`config.mk`:
```
export PLATFORM = sky130hd
export DESIGN_NAME = white_patch_color_balance
export DESIGN_NICKNAME = d
export VERILOG_FILES = /design/src/design/wpcb_pkg.sv /design/src/design/wpcb_lane.sv /design/src/design/wpcb_merge.sv /design/src/design/white_patch_color_balance.sv
export SDC_FILE = /design/constraint.sdc
export NUM_CORES = 2
export LEC_CHECK = 0
export BUFFER_PORTS_ARGS = -buffer_cell sky130_fd_sc_hd__buf_4
export CAP_MARGIN = 20
export CELL_PAD_IN_SITES_DETAIL_PLACEMENT = 0
export CELL_PAD_IN_SITES_GLOBAL_PLACEMENT = 1
export CORE_ASPECT_RATIO = 1.25
export CORE_MARGIN = 2
export CORE_UTILIZATION = 51
export CTS_CLUSTER_DIAMETER = 60
export DETAILED_ROUTE_END_ITERATION = 6
export MAX_ROUTING_LAYER = met4
export PLACE_DENSITY_LB_ADDON = 0.1
export RECOVER_POWER = 100
export SYNTH_ARGS = -nofsm -noshare
export SYNTH_HDL_FRONTEND = slang
export SYNTH_SLANG_ARGS = --single-unit
```
`constraint.sdc`:
```
create_clock -name i_clk -period 10.39 [get_ports i_clk]
set_input_delay 0.5195 -clock i_clk [delete_from_list [all_inputs] [get_ports i_clk]]
set_output_delay 0.5195 -clock i_clk [all_outputs]
set_load 0.05 [all_outputs]
```
`src/design/wpcb_pkg.sv`:
```
// ----------------------------------------------------------------------------
// wpcb_pkg
// Shared types and constants for the white-patch colour balance block.
// ----------------------------------------------------------------------------
package wpcb_pkg;

    // Field widths of the pixel stream and the brightness register.
    localparam int PIX_W     = 8;
    localparam int SUM_W     = 10;
    localparam int GAIN_W    = 12;
    localparam int FRAC_BITS = 8;

    // Datapath widths: S*b, p*S*b, 3*ref*2^F and the divider working width.
    localparam int SG_W   = SUM_W + GAIN_W;
    localparam int NUM_W  = PIX_W + SG_W;
    localparam int DEN3_W = PIX_W + 2;
    localparam int DEN_W  = DEN3_W + FRAC_BITS;
    // Quotient carries one extra bit that flags saturation.
    localparam int QUO_W  = PIX_W + 1;
    localparam int DIV_W  = (NUM_W > DEN_W + QUO_W - 1) ? NUM_W : DEN_W + QUO_W - 1;

    // Divider schedule: a few quotient bits per clock.
    localparam int DIV_BITS_PER_CYC = 3;
    localparam int DIV_CYCLES       = (QUO_W + DIV_BITS_PER_CYC - 1) / DIV_BITS_PER_CYC;
    localparam int DIV_CNT_W        = $clog2(DIV_CYCLES);

    localparam int NUM_LANES = 3;

    localparam logic [GAIN_W-1:0] GAIN_RESET = GAIN_W'(256);
    localparam logic [PIX_W-1:0]  PIX_MAX    = {PIX_W{1'b1}};

    // Pass codes.
    localparam logic PASS_MEASURE = 1'b0;
    localparam logic PASS_CORRECT = 1'b1;

    typedef struct packed {
        logic             pass_select;
        logic             frame_start;
        logic [PIX_W-1:0] red_in;
        logic [PIX_W-1:0] green_in;
        logic [PIX_W-1:0] blue_in;
        logic             last_in;
    } t_pix_in;

    typedef struct packed {
        logic [PIX_W-1:0] red_out;
        logic [PIX_W-1:0] green_out;
        logic [PIX_W-1:0] blue_out;
        logic             last_out;
    } t_pix_out;

    typedef enum logic [1:0] {
        ST_IDLE,
        ST_MULT,
        ST_DIV,
        ST_FIN
    } t_state;

    // Control that the sequencer hands to every lane.
    typedef struct packed {
        logic load;
        logic step;
    } t_lane_ctl;

endpackage

```
`src/design/wpcb_lane.sv`:
```
// ----------------------------------------------------------------------------
// wpcb_lane
// One colour channel: forms p*S*b, then divides by 3*ref*2^F with a
// restoring divider that retires a few quotient bits per clock.
// ----------------------------------------------------------------------------
module wpcb_lane (
    input  logic                           i_clk,
    input  wpcb_pkg::t_lane_ctl            i_ctl,
    input  logic [wpcb_pkg::PIX_W-1:0]     i_pix,
    input  logic [wpcb_pkg::PIX_W-1:0]     i_ref,
    input  logic [wpcb_pkg::SG_W-1:0]      i_sg,
    output logic [wpcb_pkg::QUO_W-1:0]     o_quo
);

    logic [wpcb_pkg::DIV_W-1:0]  r_rem;
    logic [wpcb_pkg::DIV_W-1:0]  r_dsh;
    logic [wpcb_pkg::QUO_W-1:0]  r_quo;
    logic [wpcb_pkg::DIV_W-1:0]  n_rem;
    logic [wpcb_pkg::DIV_W-1:0]  n_dsh;
    logic [wpcb_pkg::QUO_W-1:0]  n_quo;
    logic [wpcb_pkg::NUM_W-1:0]  num;
    logic [wpcb_pkg::DEN3_W-1:0] den3;

    // Numerator and three times the reference.
    assign num  = wpcb_pkg::NUM_W'(i_pix) * wpcb_pkg::NUM_W'(i_sg);
    assign den3 = {i_ref, 1'b0} + wpcb_pkg::DEN3_W'(i_ref);

    // A few restoring steps: compare, subtract, shift the divisor down.
    always_comb begin
        n_rem = r_rem;
        n_dsh = r_dsh;
        n_quo = r_quo;
        for (int j = 0; j < wpcb_pkg::DIV_BITS_PER_CYC; j++) begin
            if (n_rem >= n_dsh) begin
                n_rem = n_rem - n_dsh;
                n_quo = {n_quo[wpcb_pkg::QUO_W-2:0], 1'b1};
            end else begin
                n_quo = {n_quo[wpcb_pkg::QUO_W-2:0], 1'b0};
            end
            n_dsh = n_dsh >> 1;
        end
    end

    // Load the operands on the multiply cycle, then iterate.
    always_ff @(posedge i_clk) begin
        if (i_ctl.load) begin
            r_rem <= wpcb_pkg::DIV_W'(num);
            r_dsh <= wpcb_pkg::DIV_W'(den3) << (wpcb_pkg::FRAC_BITS + wpcb_pkg::QUO_W - 1);
            r_quo <= '0;
        end else if (i_ctl.step) begin
            r_rem <= n_rem;
            r_dsh <= n_dsh;
            r_quo <= n_quo;
        end
    end

    assign o_quo = r_quo;

endmodule

```
`src/design/wpcb_merge.sv`:
```
// ----------------------------------------------------------------------------
// wpcb_merge
// Gathers the three lane quotients, applies saturation and the zero
// reference rule, and holds the finished pixel in the output register.
// ----------------------------------------------------------------------------
module wpcb_merge (
    input  logic                                             i_clk,
    input  logic                                             i_rst_n,
    input  logic                                             i_load,
    input  logic [wpcb_pkg::NUM_LANES-1:0][wpcb_pkg::QUO_W-1:0] i_quo,
    input  logic [wpcb_pkg::NUM_LANES-1:0][wpcb_pkg::PIX_W-1:0] i_pix,
    input  logic [wpcb_pkg::NUM_LANES-1:0][wpcb_pkg::PIX_W-1:0] i_ref,
    input  logic                                             i_sum_nz,
    input  logic                                             i_last,
    input  logic                                             i_stall,
    output logic                                             o_free,
    output logic                                             o_valid,
    output wpcb_pkg::t_pix_out                               o_data
);

    logic                r_valid;
    wpcb_pkg::t_pix_out  r_data;
    wpcb_pkg::t_pix_out  n_data;
    logic [wpcb_pkg::NUM_LANES-1:0][wpcb_pkg::PIX_W-1:0] chan;

    // Per channel: zero reference, saturation, or the plain quotient.
    always_comb begin
        for (int k = 0; k < wpcb_pkg::NUM_LANES; k++) begin
            if (i_ref[k] == '0) begin
                chan[k] = (i_pix[k] != '0 && i_sum_nz) ? wpcb_pkg::PIX_MAX : '0;
            end else if (i_quo[k][wpcb_pkg::QUO_W-1]) begin
                chan[k] = wpcb_pkg::PIX_MAX;
            end else begin
                chan[k] = i_quo[k][wpcb_pkg::PIX_W-1:0];
            end
        end
        n_data.red_out   = chan[0];
        n_data.green_out = chan[1];
        n_data.blue_out  = chan[2];
        n_data.last_out  = i_last;
    end

    // The register may be loaded when empty or when its transaction completes.
    assign o_free = !r_valid || !i_stall;

    always_ff @(posedge i_clk) begin
        if (!i_rst_n) begin
            r_valid <= 1'b0;
        end else if (i_load) begin
            r_valid <= 1'b1;
        end else if (!i_stall) begin
            r_valid <= 1'b0;
        end
    end

    always_ff @(posedge i_clk) begin
        if (i_load) begin
            r_data <= n_data;
        end
    end

    assign o_valid = r_valid;
    assign o_data  = r_data;

endmodule

```
`src/design/white_patch_color_balance.sv`:
```
// ----------------------------------------------------------------------------
// white_patch_color_balance
// White-patch colour balance over an RGB pixel stream sent twice.
// ----------------------------------------------------------------------------
// Usage:
//   Input channel i_valid/i_data/o_stall, output channel o_valid/o_data/
//   i_stall; a transaction completes when valid is high and stall is low.
//   Send the frame once with pass_select = 0 (frame_start on its first
//   pixel) to find the brightest pixel, then again with pass_select = 1.
//   Measure pixels are accepted one per cycle while the block is idle and give no result.
//   A correct pixel is registered, multiplied in the multiply state and
//   divided by three parallel channel lanes, three quotient bits per
//   cycle, in the divide state; the finish state then loads its result
//   into the output register, and only after that is the next pixel
//   taken, so the block does not overlap two correct pixels.
//   When the receiver stalls, the finished result waits in the output
//   register; the next pixel is still accepted and worked on, and stops
//   only when its own result is ready and the register is still full.
//   Reset clears the reference pixel and sets brightness_gain to 1.0.
//   i_cfg_wr_en writes brightness_gain; write it only while idle.
// ----------------------------------------------------------------------------
module white_patch_color_balance (
    input  logic                               i_clk,
    input  logic                               i_rst_n,
    input  logic                               i_cfg_wr_en,
    input  logic [wpcb_pkg::GAIN_W-1:0]        i_cfg_wr_data,
    input  logic                               i_valid,
    input  wpcb_pkg::t_pix_in                  i_data,
    output logic                               o_stall,
    output logic                               o_valid,
    output wpcb_pkg::t_pix_out                 o_data,
    input  logic                               i_stall
);

    logic [wpcb_pkg::GAIN_W-1:0]    r_gain;
    logic [wpcb_pkg::SUM_W-1:0]     r_best_sum;
    logic [wpcb_pkg::NUM_LANES-1:0][wpcb_pkg::PIX_W-1:0] r_ref;
    logic [wpcb_pkg::SG_W-1:0]      r_sg;
    logic [wpcb_pkg::NUM_LANES-1:0][wpcb_pkg::PIX_W-1:0] r_pix;
    logic                           r_last;
    wpcb_pkg::t_state               r_state;
    wpcb_pkg::t_state               n_state;
    logic [wpcb_pkg::DIV_CNT_W-1:0] r_cnt;
    logic [wpcb_pkg::DIV_CNT_W-1:0] n_cnt;

    logic                           in_acc;
    logic [wpcb_pkg::SUM_W-1:0]     pix_sum;
    logic                           take_ref;
    logic                           out_free;
    logic                           out_load;
    wpcb_pkg::t_lane_ctl            lane_ctl;
    logic [wpcb_pkg::NUM_LANES-1:0][wpcb_pkg::PIX_W-1:0] in_pix;
    logic [wpcb_pkg::NUM_LANES-1:0][wpcb_pkg::QUO_W-1:0] lane_quo;

    assign in_acc = i_valid && !o_stall;
    assign in_pix = {i_data.blue_in, i_data.green_in, i_data.red_in};

    // Measure pass: keep the pixel with the largest sum since frame_start, later one on a tie.
    assign pix_sum  = wpcb_pkg::SUM_W'(i_data.red_in) + wpcb_pkg::SUM_W'(i_data.green_in)
                    + wpcb_pkg::SUM_W'(i_data.blue_in);
    assign take_ref = i_data.frame_start || (pix_sum >= r_best_sum);

    always_ff @(posedge i_clk) begin
        if (!i_rst_n) begin
            r_gain     <= wpcb_pkg::GAIN_RESET;
            r_best_sum <= '0;
            r_ref      <= '0;
        end else begin
            if (i_cfg_wr_en) begin
                r_gain <= i_cfg_wr_data;
            end
            if (in_acc && i_data.pass_select == wpcb_pkg::PASS_MEASURE && take_ref) begin
                r_best_sum <= pix_sum;
                r_ref      <= in_pix;
            end
        end
    end

    // Reference sum times brightness, kept up to date every cycle.
    always_ff @(posedge i_clk) begin
        r_sg <= wpcb_pkg::SG_W'(r_best_sum) * wpcb_pkg::SG_W'(r_gain);
    end

    // Capture the pixel of a correct-pass transaction.
    always_ff @(posedge i_clk) begin
        if (in_acc && i_data.pass_select == wpcb_pkg::PASS_CORRECT) begin
            r_pix  <= in_pix;
            r_last <= i_data.last_in;
        end
    end

    // Sequencer state register.
    always_ff @(posedge i_clk) begin
        if (!i_rst_n) begin
            r_state <= wpcb_pkg::ST_IDLE;
            r_cnt   <= '0;
        end else begin
            r_state <= n_state;
            r_cnt   <= n_cnt;
        end
    end

    // Sequencer next state and lane control.
    always_comb begin
        n_state       = r_state;
        n_cnt         = r_cnt;
        lane_ctl.load = 1'b0;
        lane_ctl.step = 1'b0;
        out_load      = 1'b0;
        unique case (r_state)
            wpcb_pkg::ST_IDLE: begin
                if (in_acc && i_data.pass_select == wpcb_pkg::PASS_CORRECT) begin
                    n_state = wpcb_pkg::ST_MULT;
                end
            end
            wpcb_pkg::ST_MULT: begin
                lane_ctl.load = 1'b1;
                n_cnt         = '0;
                n_state       = wpcb_pkg::ST_DIV;
            end
            wpcb_pkg::ST_DIV: begin
                lane_ctl.step = 1'b1;
                n_cnt         = r_cnt + 1'b1;
                if (r_cnt == wpcb_pkg::DIV_CNT_W'(wpcb_pkg::DIV_CYCLES - 1)) begin
                    n_state = wpcb_pkg::ST_FIN;
                end
            end
            wpcb_pkg::ST_FIN: begin
                if (out_free) begin
                    out_load = 1'b1;
                    n_state  = wpcb_pkg::ST_IDLE;
                end
            end
            default: begin
                n_state = wpcb_pkg::ST_IDLE;
            end
        endcase
    end

    assign o_stall = (r_state != wpcb_pkg::ST_IDLE);

    // One lane per colour channel.
    for (genvar k = 0; k < wpcb_pkg::NUM_LANES; k++) begin : g_lane
        wpcb_lane u_lane (
            .i_clk (i_clk),
            .i_ctl (lane_ctl),
            .i_pix (r_pix[k]),
            .i_ref (r_ref[k]),
            .i_sg  (r_sg),
            .o_quo (lane_quo[k])
        );
    end

    wpcb_merge u_merge (
        .i_clk    (i_clk),
        .i_rst_n  (i_rst_n),
        .i_load   (out_load),
        .i_quo    (lane_quo),
        .i_pix    (r_pix),
        .i_ref    (r_ref),
        .i_sum_nz (r_best_sum != '0),
        .i_last   (r_last),
        .i_stall  (i_stall),
        .o_free   (out_free),
        .o_valid  (o_valid),
        .o_data   (o_data)
    );

endmodule

```
==> flow_summary.ini <==
[routing]
ant_nets = 0
num_vias = 39500
wl_mm = 140.7
post_drt_wl_per_cell_microns = 20.57
route.detailed.drc = 0
dr.first_iter.drc_count = 2489
first_pass_iters = 6
vias_per_cell = 5.778

[global_routing]
gr-total-overflow = 0
grt_util_all_layers_pct = 30.10
grt_max_degree = 75
antenna_found_initial = 1
grt_pass1_vias = 39790
grt_pass1_wl_mm = 223.4

[cts]
tritoncts = built
clock_path_buffers = 3
clockRootBuffer = clkbuf_16
hold_buffers = 0
cts_max_level = 2
clock_sinks = 318
insertion_delay_ns = 0.64
clk_transition_reported_paths_ns = 0.06
cts_buffers = 49

[floorplan]
initial_core_util_pct = 51.36
io_pins = 71
fp.dieArea_sq_um = 96030
core-area_sq_um = 92900
die_y_microns = 346.0
die_width_microns = 277.6
num_rows = 125

[outcome]
status = complete, but fails checks
violations = capacitance limit, slew limit

[hold_path]
hp-start = i_data[0]
min_path_cells = 1
hold_path.class = primary input to flop

[layout]
final_net_count = 6584
area_growth_pct = 6.637
drive_above_1_share_pct = 4.386
diodes = 0
fillers = 8971

[yosys]
synthAdderAreaFrac_pct = 32.13
synth.most_common_cell = nand2_1
synthMuxAreaShare_pct = 4.366
synthCells = 5644
ys_top_cells_by_count = nand2_1, inv_1, ha_1
synth.distinct_cells = 97
synthXorXnorAreaFrac_pct = 5.452
synth_area_per_cell_sq_um = 8.454
syn_area_sq_um = 47710
synth_top_cell_area_share_pct = 19.26
synth_top_family_by_area = adder cells
synth.ff_latch_count = 318
synth-simple-area-share_pct = 18.69
synthTopCellsByArea = fa_1, ha_1, edfxtp_1
synth_edf_count = 170
synth_nets = 6638
yosysWarningCount = 0
synth_top_area_cell = fa_1
synth_compound_area_share_pct = 15.62
synthArstFlopShare_pct = 0
yosysSeqAreaShare_pct = 16.91
synth-main-ff-cell = edfxtp_1

[worst_setup_path]
crit_path_end_kind = flop
startpoint = g_lane[1].u_lane.r_dsh[2]
worstPathRequired_ns = 10.66
cp_slowest_cell = o21ai_1
worstSetupPathDepth = 36
arrival_ns = 10.05
crit_type = flop to flop
ff2ff_setup_slack_ns = 0.61
crit_family = compound AO/OA/AOI/OAI gates
reg2reg_depth = 36
crit_path_start_kind = flop
r2r-start = g_lane[1].u_lane.r_dsh[2]
worstPathMaxFanout = 25
max_stage_delay_ns = 0.55
path_buf_inv = 3

[timing]
setup-violations-final = 0
grt_setup_unrepaired = no
tns_ns = 0
final_hold_viol_count = 0
period_minus_slack_ns = 9.785
fmax_mhz = 102.2
slew_headroom_pct = -158.1
period_share_pct = 94.17
finClkSkew_ns = 0.03791
tightest_slew_ns = 3.872
slew_violations = 353

[flow_run]
max_cap_violations = 7

[place]
gp_congestion = 0.9453
dp.final_hpwl_mm = 110.5
io_buffers = 70
## per-stage QoR
step	util (%)	worst slack [ns]	hold slack, ns	area [sq um]	instances
final	54.77	0.6054	0.08106	50880	6837
after global routing	54.77	0.008747	0.06775	50880	6837
after CTS	54.90	0.1438	0.03340	51000	6833
after detailed placement	53.09	0.2373	0.4169	49320	6741
after global placement	53.09	0.3254	0.4010	49320	6741
after floorplan	-	1.300	0.4003	47710	5644
## layout make-up
type / count / area [sq um] / area share [%]
clock buffers: 61 / 1343 / 2.639
clock inverters: 31 / 334.1 / 0.6566
inverters: 608 / 2283 / 4.488
multi-input cells: 4475 / 36480 / 71.69
flip-flops and latches: 318 / 8069 / 15.86
well taps: 1206 / 1509 / 2.966
repair buffers: 138 / 864.6 / 1.699
## flip-flops by register name, summed over array words and instances (netlist names)
register             count
g_lane.u_lane.r_rem     90
g_lane.u_lane.r_dsh     78
g_lane.u_lane.o_quo     27
u_merge.o_data          25
r_pix                   24
r_ref                   24
r_sg                    22
r_gain                  12
r_best_sum              10
r_cnt                    2
r_state                  2
r_last                   1
u_merge.o_valid          1
## cell families after synthesis
logic type	after synthesis
AOI/OAI and AO/OA	1165
DFF	318
buffers and inverters	851
and+or+nand+nor	1858
muxes	205
xor gates and xnor gates	297
adders and majority gates	950
## cell usage in the layout (no fill, tap or decap), drive strengths merged, types with 76 or more instances in the layout
cell / n
nand2: 689
inv: 622
ha: 491
fa: 459
nor2: 365
a21oi: 313
and2: 308
o21ai: 286
xnor2: 197
mux2i: 183
edfxtp: 170
dfxtp: 148
a21o: 132
clkbuf: 123
xor2: 100
nor2b: 83
nand3: 82
nor3: 82
buf: 76
## timing repair
| item | in CTS | in global routing |
|---|---|---|
| endpoints found under the setup margin | 0 | 93 |
| buffers inserted | 0 | 3 |
| gates resized for setup | 0 | 25 |
## worst paths after layout
| path | endpoint |
|---|---|
| setup / recovery | g_lane[1].u_lane.r_rem[19] |
| hold / removal | r_last |
| setup reg to reg | g_lane[1].u_lane.r_rem[19] |
| hold reg to reg | u_merge.o_data[0] |
## metal layers
metal	part of all wire [%]	up-vias	global-route usage, %
met5	0	-	-
met4	4.0	0	10.51
met3	4.1	222	2.483
met2	48	925	50.03
met1	44	19320	38.66
li1	-	19030	-
Power is left out: the tool's default activity adds up to more than one toggle a clock period on the data nets, which glitch-free logic cannot reach.
